--- src/hdl/hrsp_pkg.sv ---
// types, codes and character constants shared by the request stream parser
`default_nettype none

package hrsp_pkg;

    typedef struct packed {
        logic [7:0] data_byte;
        logic       last_byte;
    } in_item_t;

    typedef struct packed {
        logic        record_kind;
        logic [1:0]  status;
        logic [1:0]  method;
        logic [7:0]  ver_major;
        logic [7:0]  ver_minor;
        logic [15:0] uri_offset;
        logic [7:0]  uri_length;
        logic [5:0]  header_count;
        logic [15:0] start_offset;
        logic [15:0] name_length;
        logic [15:0] value_offset;
        logic [16:0] span_length;
    } out_item_t;

    typedef enum logic [2:0] {
        PH_METHOD,
        PH_URI,
        PH_VERSION,
        PH_HEADER,
        PH_BODY,
        PH_IDLE
    } phase_t;

    typedef enum logic [3:0] {
        VS_H,
        VS_T1,
        VS_T2,
        VS_P,
        VS_SLASH,
        VS_MAJ_FIRST,
        VS_MAJ,
        VS_MIN_FIRST,
        VS_MIN,
        VS_TAIL,
        VS_FAIL
    } vstate_t;

    localparam logic       REC_HEADER  = 1'b0;
    localparam logic       REC_SUMMARY = 1'b1;

    localparam logic [1:0] ST_OK       = 2'd0;
    localparam logic [1:0] ST_BAD_LINE = 2'd1;
    localparam logic [1:0] ST_NO_CRLF  = 2'd2;

    localparam logic [1:0] METH_NONE   = 2'd0;

    localparam logic [7:0] CH_SP    = 8'h20;
    localparam logic [7:0] CH_TAB   = 8'h09;
    localparam logic [7:0] CH_CR    = 8'h0D;
    localparam logic [7:0] CH_LF    = 8'h0A;
    localparam logic [7:0] CH_COLON = 8'h3A;
    localparam logic [7:0] CH_DOT   = 8'h2E;
    localparam logic [7:0] CH_ZERO  = 8'h30;
    localparam logic [7:0] CH_NINE  = 8'h39;
    localparam logic [7:0] CH_H     = 8'h48;
    localparam logic [7:0] CH_T     = 8'h54;
    localparam logic [7:0] CH_P     = 8'h50;
    localparam logic [7:0] CH_SLASH = 8'h2F;

    // candidates in method code order: GET, POST, HEAD
    localparam logic [7:0] METHOD_NAME [3][4] = '{
        '{8'h47, 8'h45, 8'h54, 8'h00},
        '{8'h50, 8'h4F, 8'h53, 8'h54},
        '{8'h48, 8'h45, 8'h41, 8'h44}
    };
    localparam logic [2:0] METHOD_LEN [3] = '{3'd3, 3'd4, 3'd4};

endpackage

`default_nettype wire

--- src/hdl/hrsp_parser.sv ---
// per-byte parse state and the header and summary records each byte causes
`default_nettype none

module hrsp_parser #(
    parameter int BUF_MAX = 65536,
    parameter int URI_MAX = 256,
    parameter int HDR_MAX = 32
) (
    input  wire                    clk,
    input  wire                    rst_n,
    input  wire                    go,
    input  hrsp_pkg::in_item_t     item,
    output hrsp_pkg::out_item_t    rec0,
    output hrsp_pkg::out_item_t    rec1,
    output logic [1:0]             rec_cnt
);
    import hrsp_pkg::*;

    localparam int PW = $clog2(BUF_MAX + 1);
    localparam int UW = $clog2(URI_MAX);
    localparam int HW = $clog2(HDR_MAX + 1);

    typedef struct packed {
        phase_t          phase;
        logic [2:0]      mmatch;
        logic [2:0]      midx;
        logic [1:0]      method;
        logic [PW-1:0]   uri_off;
        logic [UW-1:0]   uri_count;
        vstate_t         vs;
        logic [7:0]      major;
        logic [7:0]      minor;
        logic [1:0]      status;
        logic [HW-1:0]   hdrs;
        logic [PW-1:0]   line_start;
        logic            colon_seen;
        logic [PW-1:0]   colon_pos;
        logic [PW-1:0]   value_start;
        logic            skipping;
        logic [PW-1:0]   body_off;
        logic [PW-1:0]   bpos;
        logic            prev_cr;
    } pstate_t;

    localparam pstate_t RESET_ST = '{
        phase:   PH_METHOD,
        mmatch:  3'b111,
        vs:      VS_H,
        status:  ST_NO_CRLF,
        default: '0
    };

    pstate_t st_reg;
    pstate_t st_next;

    pstate_t          s;
    logic [PW-1:0]    p;
    logic [PW-1:0]    c;
    logic             hdr_emit;
    out_item_t        hdr_rec;
    out_item_t        sum_rec;
    logic [PW-1:0]    boff;
    logic [PW-1:0]    blen;

    function automatic logic [7:0] sat_digit(logic [7:0] acc, logic [3:0] d);
        logic [11:0] v;
        v = 12'(acc) * 12'd10 + 12'(d);
        return (v > 12'd255) ? 8'hFF : v[7:0];
    endfunction

    function automatic pstate_t content(pstate_t si, logic [7:0] ch, logic [PW-1:0] pos);
        pstate_t    so;
        logic       dig;
        logic [1:0] res;
        so  = si;
        dig = (ch >= CH_ZERO) && (ch <= CH_NINE);
        res = METH_NONE;
        case (si.phase)
            PH_METHOD:
            begin
                if (ch == CH_SP)
                begin
                    for (int k = 0; k < 3; k++)
                    begin
                        if (si.mmatch[k] && (METHOD_LEN[k] == si.midx))
                        begin
                            res = 2'(k + 1);
                        end
                    end
                    so.method    = res;
                    so.phase     = PH_URI;
                    so.uri_off   = pos + PW'(1);
                    so.uri_count = '0;
                end
                else
                begin
                    for (int k = 0; k < 3; k++)
                    begin
                        if ((si.midx >= METHOD_LEN[k]) ||
                            (METHOD_NAME[k][si.midx[1:0]] != ch))
                        begin
                            so.mmatch[k] = 1'b0;
                        end
                    end
                    if (si.midx != 3'd7)
                    begin
                        so.midx = si.midx + 3'd1;
                    end
                end
            end
            PH_URI:
            begin
                if (ch == CH_SP)
                begin
                    so.phase = PH_VERSION;
                    so.vs    = VS_H;
                end
                else if (si.uri_count < UW'(URI_MAX - 1))
                begin
                    so.uri_count = si.uri_count + UW'(1);
                end
            end
            PH_VERSION:
            begin
                unique case (si.vs)
                    VS_H:     so.vs = (ch == CH_H) ? VS_T1 : VS_FAIL;
                    VS_T1:    so.vs = (ch == CH_T) ? VS_T2 : VS_FAIL;
                    VS_T2:    so.vs = (ch == CH_T) ? VS_P : VS_FAIL;
                    VS_P:     so.vs = (ch == CH_P) ? VS_SLASH : VS_FAIL;
                    VS_SLASH: so.vs = (ch == CH_SLASH) ? VS_MAJ_FIRST : VS_FAIL;
                    VS_MAJ_FIRST:
                    begin
                        if (dig)
                        begin
                            so.major = 8'(ch[3:0]);
                            so.vs    = VS_MAJ;
                        end
                        else
                        begin
                            so.vs = VS_FAIL;
                        end
                    end
                    VS_MAJ:
                    begin
                        if (dig)
                        begin
                            so.major = sat_digit(si.major, ch[3:0]);
                        end
                        else
                        begin
                            so.vs = (ch == CH_DOT) ? VS_MIN_FIRST : VS_FAIL;
                        end
                    end
                    VS_MIN_FIRST:
                    begin
                        if (dig)
                        begin
                            so.minor = 8'(ch[3:0]);
                            so.vs    = VS_MIN;
                        end
                        else
                        begin
                            so.vs = VS_FAIL;
                        end
                    end
                    VS_MIN:
                    begin
                        if (dig)
                        begin
                            so.minor = sat_digit(si.minor, ch[3:0]);
                        end
                        else
                        begin
                            so.vs = VS_TAIL;
                        end
                    end
                    default: so.vs = si.vs;
                endcase
            end
            PH_HEADER:
            begin
                if (!si.colon_seen)
                begin
                    if (ch == CH_COLON)
                    begin
                        so.colon_seen  = 1'b1;
                        so.colon_pos   = pos;
                        so.value_start = pos + PW'(1);
                        so.skipping    = 1'b1;
                    end
                end
                else if (si.skipping)
                begin
                    if ((ch == CH_SP) || (ch == CH_TAB))
                    begin
                        so.value_start = pos + PW'(1);
                    end
                    else
                    begin
                        so.skipping = 1'b0;
                    end
                end
            end
            default: so = si;
        endcase
        return so;
    endfunction

    function automatic out_item_t make_rec(logic kind, pstate_t si, logic [PW-1:0] start,
                                           logic [PW-1:0] nlen, logic [PW-1:0] voff,
                                           logic [PW-1:0] span);
        out_item_t r;
        logic      ok;
        ok              = (si.status == ST_OK);
        r.record_kind   = kind;
        r.status        = si.status;
        r.method        = ok ? si.method : METH_NONE;
        r.ver_major     = ok ? si.major : 8'd0;
        r.ver_minor     = ok ? si.minor : 8'd0;
        r.uri_offset    = ok ? 16'(si.uri_off) : 16'd0;
        r.uri_length    = ok ? 8'(si.uri_count) : 8'd0;
        r.header_count  = ok ? 6'(si.hdrs) : 6'd0;
        r.start_offset  = ok ? 16'(start) : 16'd0;
        r.name_length   = 16'(nlen);
        r.value_offset  = 16'(voff);
        r.span_length   = ok ? 17'(span) : 17'd0;
        return r;
    endfunction

    always_comb
    begin
        s        = st_reg;
        p        = st_reg.bpos;
        c        = st_reg.bpos - PW'(1);
        hdr_emit = 1'b0;
        hdr_rec  = '0;
        boff     = '0;
        blen     = '0;
        if (st_reg.bpos < PW'(BUF_MAX))
        begin
            if ((s.phase != PH_BODY) && (s.phase != PH_IDLE))
            begin
                if (s.prev_cr && (item.data_byte == CH_LF))
                begin
                    s.prev_cr = 1'b0;
                    case (s.phase) inside
                        PH_METHOD, PH_URI:
                        begin
                            s.status = ST_BAD_LINE;
                            s.phase  = PH_IDLE;
                        end
                        PH_VERSION:
                        begin
                            if ((s.vs == VS_MIN) || (s.vs == VS_TAIL))
                            begin
                                s.status = ST_OK;
                                s.phase  = PH_HEADER;
                            end
                            else
                            begin
                                s.status = ST_BAD_LINE;
                                s.phase  = PH_IDLE;
                            end
                        end
                        PH_HEADER:
                        begin
                            if (c == s.line_start)
                            begin
                                s.phase    = PH_BODY;
                                s.body_off = c + PW'(2);
                            end
                            else if (s.colon_seen && (s.hdrs < HW'(HDR_MAX)))
                            begin
                                s.hdrs   = s.hdrs + HW'(1);
                                hdr_emit = 1'b1;
                                hdr_rec  = make_rec(REC_HEADER, s, s.line_start,
                                                    s.colon_pos - s.line_start,
                                                    s.value_start, c - s.value_start);
                            end
                        end
                        default: s.phase = s.phase;
                    endcase
                    s.line_start  = c + PW'(2);
                    s.colon_seen  = 1'b0;
                    s.skipping    = 1'b0;
                    s.colon_pos   = '0;
                    s.value_start = '0;
                end
                else
                begin
                    if (s.prev_cr)
                    begin
                        s.prev_cr = 1'b0;
                        s         = content(s, CH_CR, c);
                    end
                    if (item.data_byte == CH_CR)
                    begin
                        s.prev_cr = 1'b1;
                    end
                    else
                    begin
                        s = content(s, item.data_byte, p);
                    end
                end
            end
            s.bpos = p + PW'(1);
        end
        if ((s.phase == PH_BODY) && (s.bpos > s.body_off))
        begin
            boff = s.body_off;
            blen = s.bpos - s.body_off;
        end
        sum_rec = make_rec(REC_SUMMARY, s, boff, '0, '0, blen);
        st_next = item.last_byte ? RESET_ST : s;
    end

    always_comb
    begin
        rec0    = hdr_emit ? hdr_rec : sum_rec;
        rec1    = sum_rec;
        rec_cnt = 2'(hdr_emit) + 2'(item.last_byte);
    end

    always_ff @(posedge clk or negedge rst_n)
    begin
        if (!rst_n)
        begin
            st_reg <= RESET_ST;
        end
        else if (go)
        begin
            st_reg <= st_next;
        end
    end

endmodule

`default_nettype wire

--- src/hdl/http_request_stream_parser.sv ---
// top level: input register, request parser and two-entry record queue
// path: input register, parser, record queue; a byte's second record follows its first
// throughput: one byte per cycle while records are taken; a stalled output backs the input up
//   once the two-entry record queue cannot hold the records of the waiting byte
// reset: rst_n clears the input valid flag, the queue count and the parse state at once;
//   the parse state also returns to its reset values after every final byte
`default_nettype none

module http_request_stream_parser #(
    parameter int BUF_MAX = 65536,
    parameter int URI_MAX = 256,
    parameter int HDR_MAX = 32
) (
    input  wire                    clk,
    input  wire                    rst_n,
    input  wire                    byte_valid,
    output logic                   byte_stall,
    input  hrsp_pkg::in_item_t     byte_item,
    output logic                   rec_valid,
    input  wire                    rec_stall,
    output hrsp_pkg::out_item_t    rec_item
);
    import hrsp_pkg::*;

    logic       in_vld_reg;
    in_item_t   in_reg;
    out_item_t  q0_reg;
    out_item_t  q0_next;
    out_item_t  q1_reg;
    out_item_t  q1_next;
    logic [1:0] cnt_reg;
    logic [1:0] cnt_next;

    out_item_t  rec0;
    out_item_t  rec1;
    logic [1:0] rec_cnt;
    logic       pop;
    logic       go;
    logic [1:0] base_cnt;
    out_item_t  base0;

    hrsp_parser #(
        .BUF_MAX (BUF_MAX),
        .URI_MAX (URI_MAX),
        .HDR_MAX (HDR_MAX)
    ) u_parser (
        .clk     (clk),
        .rst_n   (rst_n),
        .go      (go),
        .item    (in_reg),
        .rec0    (rec0),
        .rec1    (rec1),
        .rec_cnt (rec_cnt)
    );

    assign rec_valid  = (cnt_reg != 2'd0);
    assign rec_item   = q0_reg;
    assign pop        = rec_valid && !rec_stall;
    assign base_cnt   = cnt_reg - 2'(pop);
    assign base0      = pop ? q1_reg : q0_reg;
    assign go         = in_vld_reg && ((3'(base_cnt) + 3'(rec_cnt)) <= 3'd2);
    assign byte_stall = in_vld_reg && !go;

    always_comb
    begin
        q0_next  = q0_reg;
        q1_next  = q1_reg;
        cnt_next = base_cnt;
        case (base_cnt)
            2'd0:
            begin
                q0_next = rec0;
                q1_next = rec1;
            end
            2'd1:
            begin
                q0_next = base0;
                q1_next = rec0;
            end
            default:
            begin
                q0_next = q0_reg;
                q1_next = q1_reg;
            end
        endcase
        if (go)
        begin
            cnt_next = base_cnt + rec_cnt;
        end
    end

    always_ff @(posedge clk or negedge rst_n)
    begin
        if (!rst_n)
        begin
            in_vld_reg <= 1'b0;
            cnt_reg    <= 2'd0;
        end
        else
        begin
            if (!byte_stall)
            begin
                in_vld_reg <= byte_valid;
            end
            cnt_reg <= cnt_next;
        end
    end

    always_ff @(posedge clk)
    begin
        if (byte_valid && !byte_stall)
        begin
            in_reg <= byte_item;
        end
        q0_reg <= q0_next;
        q1_reg <= q1_next;
    end

endmodule

`default_nettype wire

--- config.mk ---
export PLATFORM = sky130hd
export DESIGN_NAME = http_request_stream_parser
export DESIGN_NICKNAME = d
export VERILOG_FILES = /design/src/hdl/hrsp_pkg.sv /design/src/hdl/hrsp_parser.sv /design/src/hdl/http_request_stream_parser.sv
export SDC_FILE = /design/constraint.sdc
export NUM_CORES = 1
export LEC_CHECK = 0
export BUFFER_PORTS_ARGS = -buffer_cell sky130_fd_sc_hd__buf_2
export CORE_AREA = 2 2 235 260
export DETAILED_ROUTE_END_ITERATION = 6
export DIE_AREA = 0 0 237 262
export SYNTH_ARGS = -nofsm -noshare
export SYNTH_HDL_FRONTEND = slang
export SYNTH_SLANG_ARGS = --single-unit
--- constraint.sdc ---
create_clock -name clk -period 16.95 [get_ports clk]
set_input_delay 0.8475 -clock clk [delete_from_list [all_inputs] [get_ports clk]]
set_output_delay 0.8475 -clock clk [all_outputs]
set_load 0.01 [all_outputs]
=== Word-level counts from Yosys, hierarchy flattened ===
Index checks and enable logic that the tools add are counted.

* Bits in registers: 396
* Input port bits: 13
* Output and inout bits: 118
* Logic and storage cells: 318

* $add $sub $neg: 17
* Multipliers: 2
* Order comparisons: 16
* Equal/unequal tests: 50
* Multiplexer cells: 144
* Bitwise operators: 2
* Reductions and logical operators: 39

{| class="wikitable"
|+ Operators with widths
! operator !! count
|-
| 116-bit two-way mux || 9
|-
| 152-bit two-way mux || 6
|-
| 116-bit case mux with 2 select lines || 2
|-
| 8-bit two-way mux || 28
|-
| 17-bit two-way mux || 9
|-
| 151-bit two-way mux || 1
|-
| 149-bit two-way mux || 1
|-
| 115-bit two-way mux || 1
|-
| 8-bit binary-select mux with 2-bit select || 6
|-
| 16-bit two-way mux || 6
|-
| 78-bit two-way mux || 1
|-
| 36-bit two-way mux || 2
|-
| 18-bit two-way mux || 3
|-
| 6-bit two-way mux || 9
|-
| 53-bit two-way mux || 1
|-
| 8-bit case mux with 2 select lines || 3
|-
| 4-bit two-way mux || 11
|-
| 4-bit case mux with 9 select lines || 1
|-
| 17-bit subtractor || 2
|-
| 4-bit by 3-bit == test with 1-bit output, second input constant || 8
|-
| 8-bit by 6-bit == test with 1-bit output, second input constant || 4
|-
| 3-bit two-way mux || 10
|-
| 27-bit two-way mux || 1
|-
| 25-bit two-way mux || 1
|-
| 56 further kinds || 144
|}

=== Logic depth before layout (Yosys ltp) ===
Gate-level depths: netlist of the first run.

* Word-level depth: 31
* Mapped depth: 25
* Mapped depth without buffers: 21

=== Hierarchy ===
Synthesis of the first run repeated with hierarchy kept, for this count alone.

* Cells, all modules: 2493
* Area, all modules: 25852.3 um2

{| class="wikitable"
|+ Modules (own cells, without submodules)
! module !! times used !! cells each !! area each (um2) !! seq. area each (um2)
|-
| hrsp_parser || 1 || 1962 || 14816.7 || 3758.6
|-
| http_request_stream_parser || 1 || 531 || 11035.6 || 7312.0
|}

=== Worst setup path after synthesis of the first run ===
No wires, ideal clock.

* Path type: input-to-reg
* Start point: input port rec_stall
* End point: register q0_reg (netlist bit rec_item[0]) (enable)
* Library setup time: 0.594 ns
* Arrival: 13.241 ns
* Data required time: 16.356 ns
* Path slack: 3.114 ns
* Cell stages on the path: 5
* Path through: nor2b_1 ha_1 xnor2_1 inv_1 nor2_1

* Word-level cells in the longest chain between the ends: 6
* Elaborated cells on any way between the ends: 8

{| class="wikitable"
|+ RTL lines
! element !! line !! text
|-
| start, declared || http_request_stream_parser.sv:20 || <nowiki>input wire rec_stall,</nowiki>
|-
| 1-bit logical NOT * || http_request_stream_parser.sv:58 || <nowiki>assign pop = rec_valid && !rec_stall;</nowiki>
|-
| 1-bit logical AND * || http_request_stream_parser.sv:58 ||
|-
| 2-bit by 1-bit subtractor with 2-bit output || http_request_stream_parser.sv:59 || <nowiki>assign base_cnt = cnt_reg - 2'(pop);</nowiki>
|-
| 2-bit by 1-bit == test with 1-bit output or 2-bit logical NOT (tied branches) || http_request_stream_parser.sv:69 || <nowiki>case (base_cnt)</nowiki>
|-
| 2-bit != test (no line) or 2-bit nonzero test (tied branches) || n/a ||
|-
| 2-bit AND reduction (no line) * || n/a ||
|-
| end signal, assigned || http_request_stream_parser.sv:115 || <nowiki>q0_reg <= q0_next;</nowiki>
|-
| end, declared || http_request_stream_parser.sv:27 || <nowiki>out_item_t q0_reg;</nowiki>
|}

Every way passes the cells marked *; elsewhere a longest branch is shown, timed or not.
A chain may end at the register's enable or synchronous reset.

=== Worst setup path after layout of the first run ===
* Start point: register u_parser.st_reg (netlist bit u_parser.p[0])
* End point: register u_parser.st_reg[112] (netlist bit)

* Word-level cells in the longest chain between the ends: 14
* Elaborated cells on any way between the ends: 16

{| class="wikitable"
|+ RTL lines
! element !! line !! text
|-
| start, declared || hrsp_parser.sv:53 || <nowiki>pstate_t st_reg;</nowiki>
|-
| start signal, assigned || hrsp_parser.sv:332 || <nowiki>st_reg <= st_next;</nowiki>
|-
| 17-bit by 1-bit subtractor with 17-bit output || hrsp_parser.sv:234 || <nowiki>c = st_reg.bpos - PW'(1);</nowiki>
|-
| 17-bit == test || hrsp_parser.sv:267 || <nowiki>if (c == s.line_start)</nowiki>
|-
| 1-bit two-way mux || hrsp_parser.sv:267 ||
|-
| 1-bit two-way mux (3 in a row) || hrsp_parser.sv:246 || <nowiki>case (s.phase) inside</nowiki>
|-
| 1-bit two-way mux || hrsp_parser.sv:243 || <nowiki>if (s.prev_cr && (item.data_byte == CH_LF))</nowiki>
|-
| 1-bit two-way mux || hrsp_parser.sv:241 || <nowiki>if ((s.phase != PH_BODY) && (s.phase != PH_IDLE))</nowiki>
|-
| 1-bit two-way mux || hrsp_parser.sv:239 || <nowiki>if (st_reg.bpos < PW'(BUF_MAX))</nowiki>
|-
| 1-bit by 1-bit adder with 2-bit output || hrsp_parser.sv:321 || <nowiki>rec_cnt = 2'(hdr_emit) + 2'(item.last_byte);</nowiki>
|-
| 2-bit by 2-bit adder with 3-bit output || http_request_stream_parser.sv:61 || <nowiki>assign go = in_vld_reg && ((3'(base_cnt) + 3'(rec_cnt)) <= 3'd2);</nowiki>
|-
| 3-bit by 2-bit less-or-equal comparator with 1-bit output || http_request_stream_parser.sv:61 ||
|-
| 1-bit logical AND || http_request_stream_parser.sv:61 ||
|-
| 4-bit AND reduction (no line) * || n/a ||
|}

Marks and branches as above.

==> out/summary.md, run 1 <==
The period utilization is 0.475. Setup violations remaining at the end of the flow were counted as 0. By area the synthesized netlist is led by sky130_fd_sc_hd__edfxtp_1 (31%), sky130_fd_sc_hd__dfrtp_1 (16%), sky130_fd_sc_hd__ha_1 (5.0%), sky130_fd_sc_hd__nand2_1 (4.7%), sky130_fd_sc_hd__o21ai_0 (3.9%).

The number of synthesized flops with an enable pin is 241, and the number of sinks on the clock net is 394. Summed over all nets, the half-perimeter wirelength after detailed placement is 56.7 mm. Adder-cell share of the synthesized area: 0.0571. Yosys printed 0 warnings. The final layout contains routed wiring with a total length of 77.9 mm.

In this run the critical register-to-register path is captured at u_parser.st_reg[112]$_DFFE_PN0P_. For this design the top-level I/O count stands at 131. The logs give 5631 for the fill cell total of the finished layout and 0.0236 sq mm for the synthesized cell area. The count of final max-slew check failures was 0; the clock network latency to the later pin of the worst-skew pair was 600 ps. The completed layout was analyzed and its total power is 4760 uW.

The repair_antennas step left the layout with diodes totalling 0. The run finished with clean final reports. The run gives 8570 ps as the critical path arrival. The chip height was 262 um. Fraction of power consumed by the clock network: 0.213. The fraction of final layout cells sized beyond drive strength 1 was 0.118. The detailed router placed 19500 vias in this run. The number of vias per cell is 5.94. Cell type contributing the most total cell area after synthesis: sky130_fd_sc_hd__edfxtp_1.

Post-CTS timing repair inserted 0 buffers for setup. TritonCTS built the clock tree. The count of antenna-violating nets left after detailed routing is 0, and the maximum root-to-sink buffer count is 3. The sum of overflow across all layers after global routing was 0; the routability congestion estimate was 0.932.

For the remaining max-slew budget at the tightest pin, the log shows 0.169. The async set or reset register ratio after synthesis is 0.388, and the flip-flop count of the largest register, all copies and words added is 133. The cell count after synthesis came out at 2422.

The fraction of the mapped netlist area in compound gates came out at 0.185. The proportion of synthesized area in mux cells was 0.0238; the horizontal die dimension was 237 um. The tools report the portion of total power attributed to sequential cells as 0.344. The min-delay analysis places its worst path in the category input port to async pin. The final hold violation count came out at 0. At the pin with the least slew margin, the transition time is 1210 ps.

For the leakage power summed over all cells, the log shows 0.0103 uW. Port buffering added 130 buffers. The portion of total power attributed to combinational logic came out at 0.442. The worst register-to-register path has a setup slack of 8890 ps. The via count of the first global-routing pass was 19100; the register bit total from synthesis was 394. For the worst flop-to-flop path, the logic depth is 21. The level count of the clock H-tree is 2. Dividing total power by cell area gives a power density of 180 mW/mm^2. The post-synthesis sequential area ratio is 0.468.

After floorplanning, the core was divided into 94 placement rows. The simple-gate share of the synthesized area was 0.173; the minimum clock period was 8060 ps. The main combinational cell family by area after synthesis is compound AO/OA/AOI/OAI gates.

In this run the clock root is driven by a sky130_fd_sc_hd__clkbuf_16. In this run, post-CTS repair resized a total of 0 instances. Fraction of synthesized cell area taken by the top area cell type: 0.306. The data required time of the worst path was 17460 ps.

The area growth from synthesis to layout is 12.0%. In the routed design, unresolved DRC markers number 0. Path type of the worst setup path: register to register.

The post-synthesis area per instance was 9.76 sq um. The number of buffers inserted during clock tree synthesis came out at 46. The sort of element at the end of the critical path is a register. Along the worst path, the maximum fanout reaches 47. The total track usage was 0.248; the net load switching power was 2030 uW.

The logs give 1729 for the violation count after the first detailed-routing iteration and 2538 for the synthesized net count. The number of max-cap violations was 0; the clock transition at the registers of the reported paths was 70 ps. The final layout contains 2598 nets.

The most used flip-flop cell after synthesis is sky130_fd_sc_hd__edfxtp_1. The post-detailed-route wirelength per cell is 23.7 um, and the initial cell density of the core is 0.398. Based on the critical path, the design can be clocked at up to 124 MHz. The tools report the highest ir drop seen on vdd as 0.161 mV.

Setup repair after global routing left no endpoint under its margin. Launch point of the worst reg-to-reg path: u_parser.p[0]$_DFFE_PN0P_. The most common cell after layout, fill and taps aside was sky130_fd_sc_hd__nand2_1. The run gives 0 ps as the final total negative setup slack. The xor and xnor fraction of the mapped netlist area was 0.0537.

The first detailed-routing pass took 6 iterations. The net switching fraction of the power is 0.426, and the count of cell types in the netlist is 89. The library cells used most frequently in the layout, excluding fill and tap cells, are sky130_fd_sc_hd__nand2_1 (296), sky130_fd_sc_hd__edfxtp_1 (241), sky130_fd_sc_hd__nor2_1 (192). The kind of start point of the critical path was a register. The pin count of the biggest net entering global routing was 91; the die footprint was 0.0621 sq mm. Cell internal power was estimated by the tool at 2730 uW. The tools report the total core area as 0.0594 sq mm. The wire length of the first global-routing pass is 117 mm.

For the clock tree skew after final layout, the log shows 22.0 ps. Number of antenna violations at the first check in global routing: 0. For the count of hold buffers inserted by post-cts repair, the log shows 0.
==> metrics by stage <==
step                hold slack (ps)  instance area (sq um)  utilization  worst slack (ps)  std cells
global route                    279                  26500        0.446              8330       3287
detailed placement              471                  24900        0.420              9070       3202
global placement                457                  24900        0.420              9190       3202
floorplan                       442                  23600            -              3110       2422
CTS                             234                  26500        0.445              9010       3287
finish                          259                  26500        0.446              8890       3287
==> routing by layer <==
layer | track usage | vias to the layer above | share of wire
met5 | 0 | - | 0
met4 | 0.142 | 0 | 0.063
li1 | - | 9100 | -
met2 | 0.433 | 643 | 0.49
met1 | 0.295 | 9597 | 0.39
met3 | 0.0337 | 187 | 0.052
==> kinds of logic after synthesis <==
logic type,Yosys count
DFF,394
and+or+nand+nor,838
adders and majority gates,103
AOI/OAI and AO/OA,661
muxes,53
xor gates and xnor gates,145
buffers and inverters,228
==> worst max-delay path by stage <==
| stage | start | end | slack (ps) |
|---|---|---|---|
| 2_1_floorplan | rec_stall | rec_item[0]$_DFFE_PP_ | 3110 |
| 3_3_place_gp | u_parser.p[0]$_DFFE_PN0P_ | u_parser.st_reg[112]$_DFFE_PN0P_ | 9190 |
| 3_5_place_dp | u_parser.p[0]$_DFFE_PN0P_ | u_parser.st_reg[112]$_DFFE_PN0P_ | 9070 |
| 4_1_cts | u_parser.p[0]$_DFFE_PN0P_ | u_parser.st_reg[112]$_DFFE_PN0P_ | 9010 |
| 5_1_grt | u_parser.p[0]$_DFFE_PN0P_ | u_parser.st_reg[44]$_DFFE_PN0P_ | 8330 |
| 6_report | u_parser.p[0]$_DFFE_PN0P_ | u_parser.st_reg[112]$_DFFE_PN0P_ | 8890 |
==> worst max-delay path, cell delays in order (launching register included) <==
cell                       delay [ps]
sky130_fd_sc_hd__dfrtp_1          610
sky130_fd_sc_hd__inv_1            250
sky130_fd_sc_hd__ha_1             540
sky130_fd_sc_hd__nand2b_1         400
sky130_fd_sc_hd__nor4_4           550
sky130_fd_sc_hd__o22ai_1          150
sky130_fd_sc_hd__or4_1            590
sky130_fd_sc_hd__nor4_2           460
sky130_fd_sc_hd__a21oi_2          100
sky130_fd_sc_hd__buf_4            250
sky130_fd_sc_hd__ha_1             320
sky130_fd_sc_hd__ha_1             200
sky130_fd_sc_hd__fa_1             460
sky130_fd_sc_hd__a21oi_1          230
sky130_fd_sc_hd__nand2_2          590
sky130_fd_sc_hd__buf_4            550
sky130_fd_sc_hd__nor2_2           350
sky130_fd_sc_hd__buf_4            360
sky130_fd_sc_hd__nand2_1          320
sky130_fd_sc_hd__a211oi_1         360
sky130_fd_sc_hd__a31oi_1          130
sky130_fd_sc_hd__nor2_1           120
==> power by group through the flow <==
stage,logic (uW),registers [uW],clock network (uW)
finish,2110,1640,1010
global route,2280,1680,1080
CTS,2100,1650,1040
detailed placement,2090,1660,0
global placement,2070,1650,0
floorplan,1310,1750,0
==> synthesized netlist by cell type (all sizes together), types with 35 or more instances <==
library cell / n
xor2: 57
xnor2: 88
a21oi: 118
ha: 95
o21ai: 192
clkbuf: 117
inv: 74
edfxtp: 241
nor3: 59
o31ai: 53
nor2: 198
mux2i: 39
nand2: 300
a22o: 54
nand3: 53
dfrtp: 149
o22ai: 35
==> cell type report <==
class	count	area (sq um)	share of cell area
clock buffers	66	1280	0.0483
clock inverters	19	248	0.00936
inverters	79	297	0.0112
multi-input cells	1800	11700	0.443
well taps	768	961	0.0363
repair buffers	161	890	0.0336
flip-flops and latches	394	11100	0.418
Note: power is estimated with default switching activity, not from simulation.
==> run 2: changes to the inputs <==
==> constraint.sdc (replaced) <==
create_clock -name clk -period 6.5 [get_ports clk]
set_input_delay 0.325 -clock clk [delete_from_list [all_inputs] [get_ports clk]]
set_output_delay 0.325 -clock clk [all_outputs]
set_load 0.01 [all_outputs]
==> run 2 against run 1 <==
- non-clock buffer count increased by 62
- sequential share of layout area decreased by 0.93 points
- first-iteration DRC count increased by 6.3%
- clock power increased to 2.6 times the previous value
- wire length about the same
- worst setup slack got worse by 8500 ps
- hold slack improved by 150 ps
- die area unchanged
- critical endpoint is now rec_item[16]$_DFFE_PP_
- highest routed layer unchanged
==> out/summary.md, run 2 (same netlist as run 1, synthesis figures left out) <==
The logs give 94 (unchanged) for the site row count and 5480 uW (+170%) for the net load switching power. The logs give 0.0621 sq mm (unchanged) for the die footprint and 394 (unchanged) for the number of sinks on the clock net. The tools report the number of buffers inserted during clock tree synthesis as 45 (-2.2%). The run gives 0.456 (+0.0101) as the end-of-flow core utilization. The fraction of power consumed by the clock network is 0.209 (-0.004), and the number of setup violations in the final report is 0 (unchanged). The fraction of final layout cells sized beyond drive strength 1 was 0.138 (+0.0197).

The tools report the remaining max-slew budget at the tightest pin as 0.0913 (-0.0781). The reg-to-reg critical path endpoint is rec_item[16]$_DFFE_PP_. The minimum clock period was 6140 ps (-1920 ps). The count of boundary I/O pins was 131 (unchanged); the net switching fraction of the power was 0.430 (+0.00362). CTS placed an instance of sky130_fd_sc_hd__clkbuf_16 at the clock tree root. For the number of search-and-repair iterations in the first detailed-routing pass, the log shows 5 (-1).

The data required time of the worst path is 6930 ps (-10530 ps), and the critical path arrival is 6570 ps (-2000 ps). Horizontal die dimension: 237 um (unchanged). The clock transition at the registers of the reported paths is 60 ps (about the same), and the via count of the first global-routing pass is 19100 (+0.037%). The initial cell density of the core was 0.398 (unchanged); the fill cell total of the finished layout was 5626 (-0.089%). From synthesis to final layout, the design area changed by 14.5%.

The logs give 0 (unchanged) for the number of max-cap violations and 0.0271 sq mm (+2.3%) for the finished layout cell area. The routability congestion estimate was 0.965 (+3.6%). Post-detailed-route wirelength per cell: 23.3 um (-1.8%). The sum of overflow across all layers after global routing came out at 0 (unchanged).

Setup repair after global routing left no endpoint under its margin. The total placed instance area is 0.0254 sq mm (+1.8%). The run gives 2 (unchanged) as the level count of the clock H-tree. Slew at the pin closest to its max-slew limit: 1330 ps (+114 ps). The power density of the placed cells works out to 471 mW/mm^2 (+160%). The library cell used most frequently in the layout, excluding fill and tap cells, is sky130_fd_sc_hd__nand2_1. The chip height is 262 um (unchanged), and the leakage power summed over all cells is 0.0107 uW (+3.3%). The pin count of the biggest net entering global routing was 170 (+87%); the portion of total power attributed to sequential cells was 0.331 (-0.013). The logs give 19600 (+0.33%) for the overall via count from detail_route and 0.0594 sq mm (unchanged) for the total core area. Number of vias per cell: 5.85 (-1.5%).

The count of final max-slew check failures came out at 0 (unchanged). The run gives 360 ps (-8530 ps) as the slack of the worst reg-to-reg path. The flip-flop count of the largest register, all copies and words added works out to 133 (unchanged). The wire length of the first global-routing pass was 117 mm (about the same); the clock tree skew after final layout was 21.6 ps (-0.355 ps). The tools report the launch point of the worst reg-to-reg path as u_parser.p[0]$_DFFE_PN0P_.

The period utilization is 0.945 (+0.469). The path class of the tightest hold or removal check is input port to async pin. The run gives 57.3 mm (+1.2%) as the sum of net half-perimeters after detailed placement. The number of nets in the finished design came out at 2659 (+2.3%). The tools report the final total negative setup slack as 0 ps (unchanged).

TritonCTS built the clock tree. The run gives 1838 (+6.3%) as the violation count after the first detailed-routing iteration. The number of antenna violations at the first check in global routing was 0 (unchanged). The portion of total power attributed to combinational logic was 0.460 (+0.018).

The tools report the sort of element at the end of the critical path as a register. The clock network latency to the later pin of the worst-skew pair was 600 ps (about the same); the number of cells on the worst reg-to-reg path was 22 (+4.8%). The total track usage came out at 0.248 (+0.000384). The largest fanout on the critical path is 20 (-57%). Maximum root-to-sink buffer count: 3 (unchanged). The critical path is of the register to register type. Overall routed net length: 77.9 mm (about the same). The run gives 7270 uW (+170%) as the internal power summed over all cells. The tools report the kind of start point of the critical path as a register.

The logs give 0 (unchanged) for the post-detailed-route DRC marker count and 0 (unchanged) for the number of antenna repair diodes. The highest ir drop seen on vdd is 0.377 mV (+130%). The tools report the achievable frequency as 163 MHz (+31%). The count of antenna-violating nets left after detailed routing is 0 (unchanged), and the final hold violation count is 0 (unchanged).

The count of buffers inserted at the top-level ports works out to 130 (unchanged). The top cell types in the final layout, fill and taps aside, are sky130_fd_sc_hd__nand2_1 (296), sky130_fd_sc_hd__edfxtp_1 (241), sky130_fd_sc_hd__nor2_1 (194). The run finished with clean final reports.
[run 2: changes by cell type in the layout (fill, tap and decap cells not counted), moves of 2 or more]
cell | previous run | this run
sky130_fd_sc_hd__clkbuf_1 | 16 | 9
sky130_fd_sc_hd__nor2_2 | 4 | 2
sky130_fd_sc_hd__buf_4 | 31 | 78
sky130_fd_sc_hd__nor2_1 | 192 | 194
sky130_fd_sc_hd__dlygate4sd3_1 | 0 | 11
sky130_fd_sc_hd__buf_12 | 0 | 4
sky130_fd_sc_hd__clkinv_4 | 0 | 2
[run 2: worst max-delay path by stage]
stage	from	to
after floorplan	cnt_reg[1]$_DFF_PN0_	rec_item[0]$_DFFE_PP_
after global placement	u_parser.p[0]$_DFFE_PN0P_	q1_reg[9]$_DFFE_PP_
after detailed placement	u_parser.p[0]$_DFFE_PN0P_	q1_reg[63]$_DFFE_PP_
after CTS	u_parser.p[0]$_DFFE_PN0P_	q1_reg[63]$_DFFE_PP_
after global routing	u_parser.p[0]$_DFFE_PN0P_	q1_reg[60]$_DFFE_PP_
final	u_parser.p[0]$_DFFE_PN0P_	rec_item[16]$_DFFE_PP_
[run 2: power by group through the flow]
stage / clock network [uW] / logic [uW] / registers (uW)
5_1_grt: 2820 / 6340 / 4310
6_report: 2660 / 5860 / 4220
4_1_cts: 2730 / 5850 / 4230
2_1_floorplan: 0 / 3440 / 4420
3_3_place_gp: 0 / 5770 / 4250
3_5_place_dp: 0 / 5830 / 4270
[run 2: critical path, cell delays in order (launching register included)]
cell,delay [ps]
sky130_fd_sc_hd__dfrtp_1,400
sky130_fd_sc_hd__inv_1,90
sky130_fd_sc_hd__ha_1,340
sky130_fd_sc_hd__nor3b_1,320
sky130_fd_sc_hd__xor2_1,270
sky130_fd_sc_hd__nor2_1,60
sky130_fd_sc_hd__or4b_1,570
sky130_fd_sc_hd__nor4b_2,430
sky130_fd_sc_hd__nand4_1,230
sky130_fd_sc_hd__buf_12,250
sky130_fd_sc_hd__mux2_2,280
sky130_fd_sc_hd__ha_1,190
sky130_fd_sc_hd__inv_1,70
sky130_fd_sc_hd__fa_1,460
sky130_fd_sc_hd__a21o_1,210
sky130_fd_sc_hd__a211oi_1,350
sky130_fd_sc_hd__o21ai_0,230
sky130_fd_sc_hd__nand2_1,170
sky130_fd_sc_hd__o311ai_0,180
sky130_fd_sc_hd__a21oi_1,220
sky130_fd_sc_hd__xor2_1,120
sky130_fd_sc_hd__or4_1,410
sky130_fd_sc_hd__o211ai_1,120
[run 2: per-stage QoR]
| step | total power (uW) | worst slack (ps) | hold WS [ps] | std cells |
|---|---|---|---|---|
| global route | 13500 | 44.1 | 412 | 3348 |
| finish | 12700 | 358 | 405 | 3348 |
| CTS | 12800 | 130 | 380 | 3348 |
| floorplan | 7860 | 516 | 29.4 | 2422 |
| global placement | 10000 | 304 | 456 | 3253 |
| detailed placement | 10100 | 156 | 471 | 3253 |
[run 2: metal layers]
layer  vias up  track usage  share of wire
li1       9223            -              -
met3       185       0.0315          0.041
met2       563        0.430           0.49
met1      9621        0.299           0.40
met4         0        0.145          0.065
met5         -            0              0
[run 2: layout make-up]
class / instances / area (sq um) / share of cell area
Multi-Input combinational cell: 1800 / 11700 / 0.434
Sequential cell: 394 / 11100 / 0.409
Timing Repair Buffer: 223 / 1430 / 0.0529
Clock buffer: 59 / 1240 / 0.0458
Tap cell: 768 / 961 / 0.0355
Clock inverter: 25 / 319 / 0.0118
Inverter: 79 / 297 / 0.0110
[run 2: what timing repair did]
action	CTS	global route
setup endpoints to repair	0	23
hold buffers	11	0
gates resized for setup	0	4
setup buffers	0	0
endpoints found under the hold margin	96	0
==> run 3: changes to the inputs <==
--- a/config.mk
+++ b/config.mk
@@ -9,6 +9,7 @@
 export CORE_AREA = 2 2 235 260
 export DETAILED_ROUTE_END_ITERATION = 6
 export DIE_AREA = 0 0 237 262
+export REMOVE_ABC_BUFFERS = 1
 export SYNTH_ARGS = -nofsm -noshare
 export SYNTH_HDL_FRONTEND = slang
 export SYNTH_SLANG_ARGS = --single-unit
==> run 3 against run 2 <==
- sequential power about the same
- global-route usage increased by 0.90 points
- first-iteration DRC count decreased by 17%
- cell count increased by 0.18%
- core utilization about the same
- critical path type unchanged
==> out/summary.md, run 3 (same netlist as run 1, synthesis figures left out) <==
The flow ran to the end, and the final reports show no timing, DRC or antenna violations. For the sum of overflow across all layers after global routing, the log shows 0 (unchanged). By startpoint and endpoint, the worst setup path is classified as register to register.

Achievable frequency: 161 MHz (-1.1%). The largest fanout on the critical path is 11 (-45%). The maximum root-to-sink buffer count was 3 (unchanged); the highest ir drop seen on vdd was 0.395 mV (+4.8%). The total power draw is 12800 uW (+0.82%).

Buffer and inverter count on the worst path: 5 (+2). Number of vias per cell: 5.93 (+1.3%). Among cell families on the critical path, the largest total delay comes from simple AND/OR/NAND/NOR gates. For the post-detailed-route DRC marker count, the log shows 0 (unchanged). The power density of the placed cells was 474 mW/mm^2 (+0.74%). The overall via count from detail_route was 19900 (+1.5%); the number of setup violations in the final report was 0 (unchanged).

The via count of the first global-routing pass was 19500 (+2.3%); the count of boundary I/O pins was 131 (unchanged). Post-detailed-route wirelength per cell: 24.0 um (+3.1%). The logs give 6 (+1) for the number of search-and-repair iterations in the first detailed-routing pass and 0.398 (unchanged) for the initial cell density of the core. For the number of antenna violations at the first check in global routing, the log shows 2 (+2).

The area growth from synthesis to layout works out to 14.6% (about the same). In the layout the commonest cells are sky130_fd_sc_hd__nand2_1 (296), sky130_fd_sc_hd__edfxtp_1 (241), sky130_fd_sc_hd__nor2_1 (194). For the violation count after the first detailed-routing iteration, the log shows 1523 (-17%). The minimum clock period is 6210 ps (+67.4 ps). Cell seen most often among critical-path stages: sky130_fd_sc_hd__buf_4. The critical path arrival was 6730 ps (+160 ps); the period utilization was 0.955 (+0.0104).

The number of buffers inserted during clock tree synthesis was 45 (unchanged). Most common cell after layout, fill and taps aside: sky130_fd_sc_hd__nand2_1. The clock network latency to the later pin of the worst-skew pair was 590 ps (about the same). The critical path goes through buf_4 -> nor3_1 -> buf_4 -> nand4_1 -> buf_4 -> a32o_1 -> or4_1 -> nor4_2 -> buf_4 -> a21oi_2 -> ha_1 -> ha_1 -> fa_1 -> a21oi_1 -> nand2_2 -> nor2_1 -> o31ai_2 -> a211oi_1 -> buf_4 -> a22o_1. The run gives 394 (unchanged) as the number of sinks on the clock net. The clock transition at the registers of the reported paths works out to 60 ps (about the same). The setup fix buffers added after clock tree synthesis is 0 (unchanged), and the level count of the clock H-tree is 2 (unchanged). The logs give 0 (unchanged) for the number of antenna repair diodes and 121 mm (+3.4%) for the wire length of the first global-routing pass. The horizontal die dimension is 237 um (unchanged), and the total track usage is 0.257 (+0.00895).

Setup repair after global routing left no endpoint under its margin. The delay contributed by the slowest stage of the critical path is 630 ps (+60 ps), and the final hold violation count is 0 (unchanged). The fraction of final layout cells sized beyond drive strength 1 was 0.140 (+0.00239); the sum of net half-perimeters after detailed placement was 57.1 mm (-0.39%). The chip height was 262 um (unchanged); the count of final max-slew check failures was 0 (unchanged). The finished layout cell area was 0.0271 sq mm (about the same); the clock tree skew after final layout was 21.1 ps (-0.528 ps).

For this design, the slowest cell found on the critical path is sky130_fd_sc_hd__nor3_1. The remaining max-slew budget at the tightest pin was 0.170 (+0.0791). The tools report the pin count of the biggest net entering global routing as 102 (-40%). The number of nets in the finished design is 2665 (+0.23%). The count of buffers inserted at the top-level ports was 130 (unchanged). The die footprint is 0.0621 sq mm (unchanged), and the end-of-flow core utilization is 0.456 (about the same).

The flip-flop count of the largest register, all copies and words added works out to 133 (unchanged). The path type of the worst min-delay path is input port to register. The total core area came out at 0.0594 sq mm (unchanged). The run gives 0.972 (+0.74%) as the routability congestion estimate. The tools report the root buffer cell as sky130_fd_sc_hd__clkbuf_16. The count of antenna-violating nets left after detailed routing is 0 (unchanged). The site row count was 94 (unchanged); the final total negative setup slack was 0 ps (unchanged). The leakage power summed over all cells is 0.0107 uW (+0.22%).

The slew at the pin closest to its max-slew limit was 1240 ps (-89.5 ps); the data required time of the worst path was 7020 ps (+90 ps). The total placed instance area is 0.0254 sq mm (+0.15%). The worst setup path is captured at a register. The number of max-cap violations was 0 (unchanged). The kind of start point of the critical path is a register.

The overall routed net length came out at 80.4 mm (+3.2%). TritonCTS built the clock tree. The tools report the worst hold-check slack as 344 ps (-60.9 ps).
[run 3: report_power, final]
part / internal [uW] / switching, uW / leakage (uW) / total (uW)
combinational: 1820 / 4100 / 0.00545 / 5920
clock: 1590 / 1090 / 0.000751 / 2680
sequential: 3900 / 351 / 0.00449 / 4250
total: 7310 / 5540 / 0.0107 / 12800
[run 3: worst paths after layout]
path                                               endpoint  cells after the start                             start  slack [ps]
min reg2reg                u_parser.st_reg[134]$_DFFE_PN0P_                      2  u_parser.st_reg[134]$_DFFE_PN0P_         480
min in group asynchronous  u_parser.st_reg[102]$_DFFE_PN0P_                      2                             rst_n         370
max reg2reg                 u_parser.st_reg[50]$_DFFE_PN0P_                     20         u_parser.p[7]$_DFFE_PN0P_         290
max                         u_parser.st_reg[50]$_DFFE_PN0P_                     20         u_parser.p[7]$_DFFE_PN0P_         290
min                                 rec_item[112]$_DFFE_PP_                      4                         rec_stall         340
max in group asynchronous         u_parser.p[8]$_DFFE_PN0P_                      3                             rst_n        4490
[run 3: metrics by stage]
stage                     instances  worst slack, ps
after floorplan                2273            -7290
after global placement         3259              257
after detailed placement       3259              162
after CTS                      3354              106
after global routing           3354             88.6
final                          3354              290
[run 3: layout make-up]
class                      instances  area, sq um
clock buffer                      62         1290
clock inverter                    22          253
fill                            5618        32300
inverter                          79          297
multi-input combinational       1800        11700
sequential                       394        11100
tap                              768          961
timing repair buffer             229         1480
[run 3: worst reg2reg max path, delay by kind of cell, from the launching register on]
kind,cells,cell delay (ps)
compound gates,6,1260
flops,1,390
simple gates,6,2380
fa+ha+maj,3,990
buf+inv,5,1130
[run 3: metal layers]
layer	vias to the layer above	part of all wire	global-route usage
li1	9234	-	-
met1	9838	0.41	0.322
met2	661	0.50	0.457
met3	150	0.050	0.0301
met4	0	0.040	0.0983
met5	-	0	0
[run 3: timing repair]
item,4_1_cts,5_1_grt
endpoints found under the setup margin,0,92
gates resized for setup,0,5
hold endpoints to repair,96,0
hold buffers,11,0
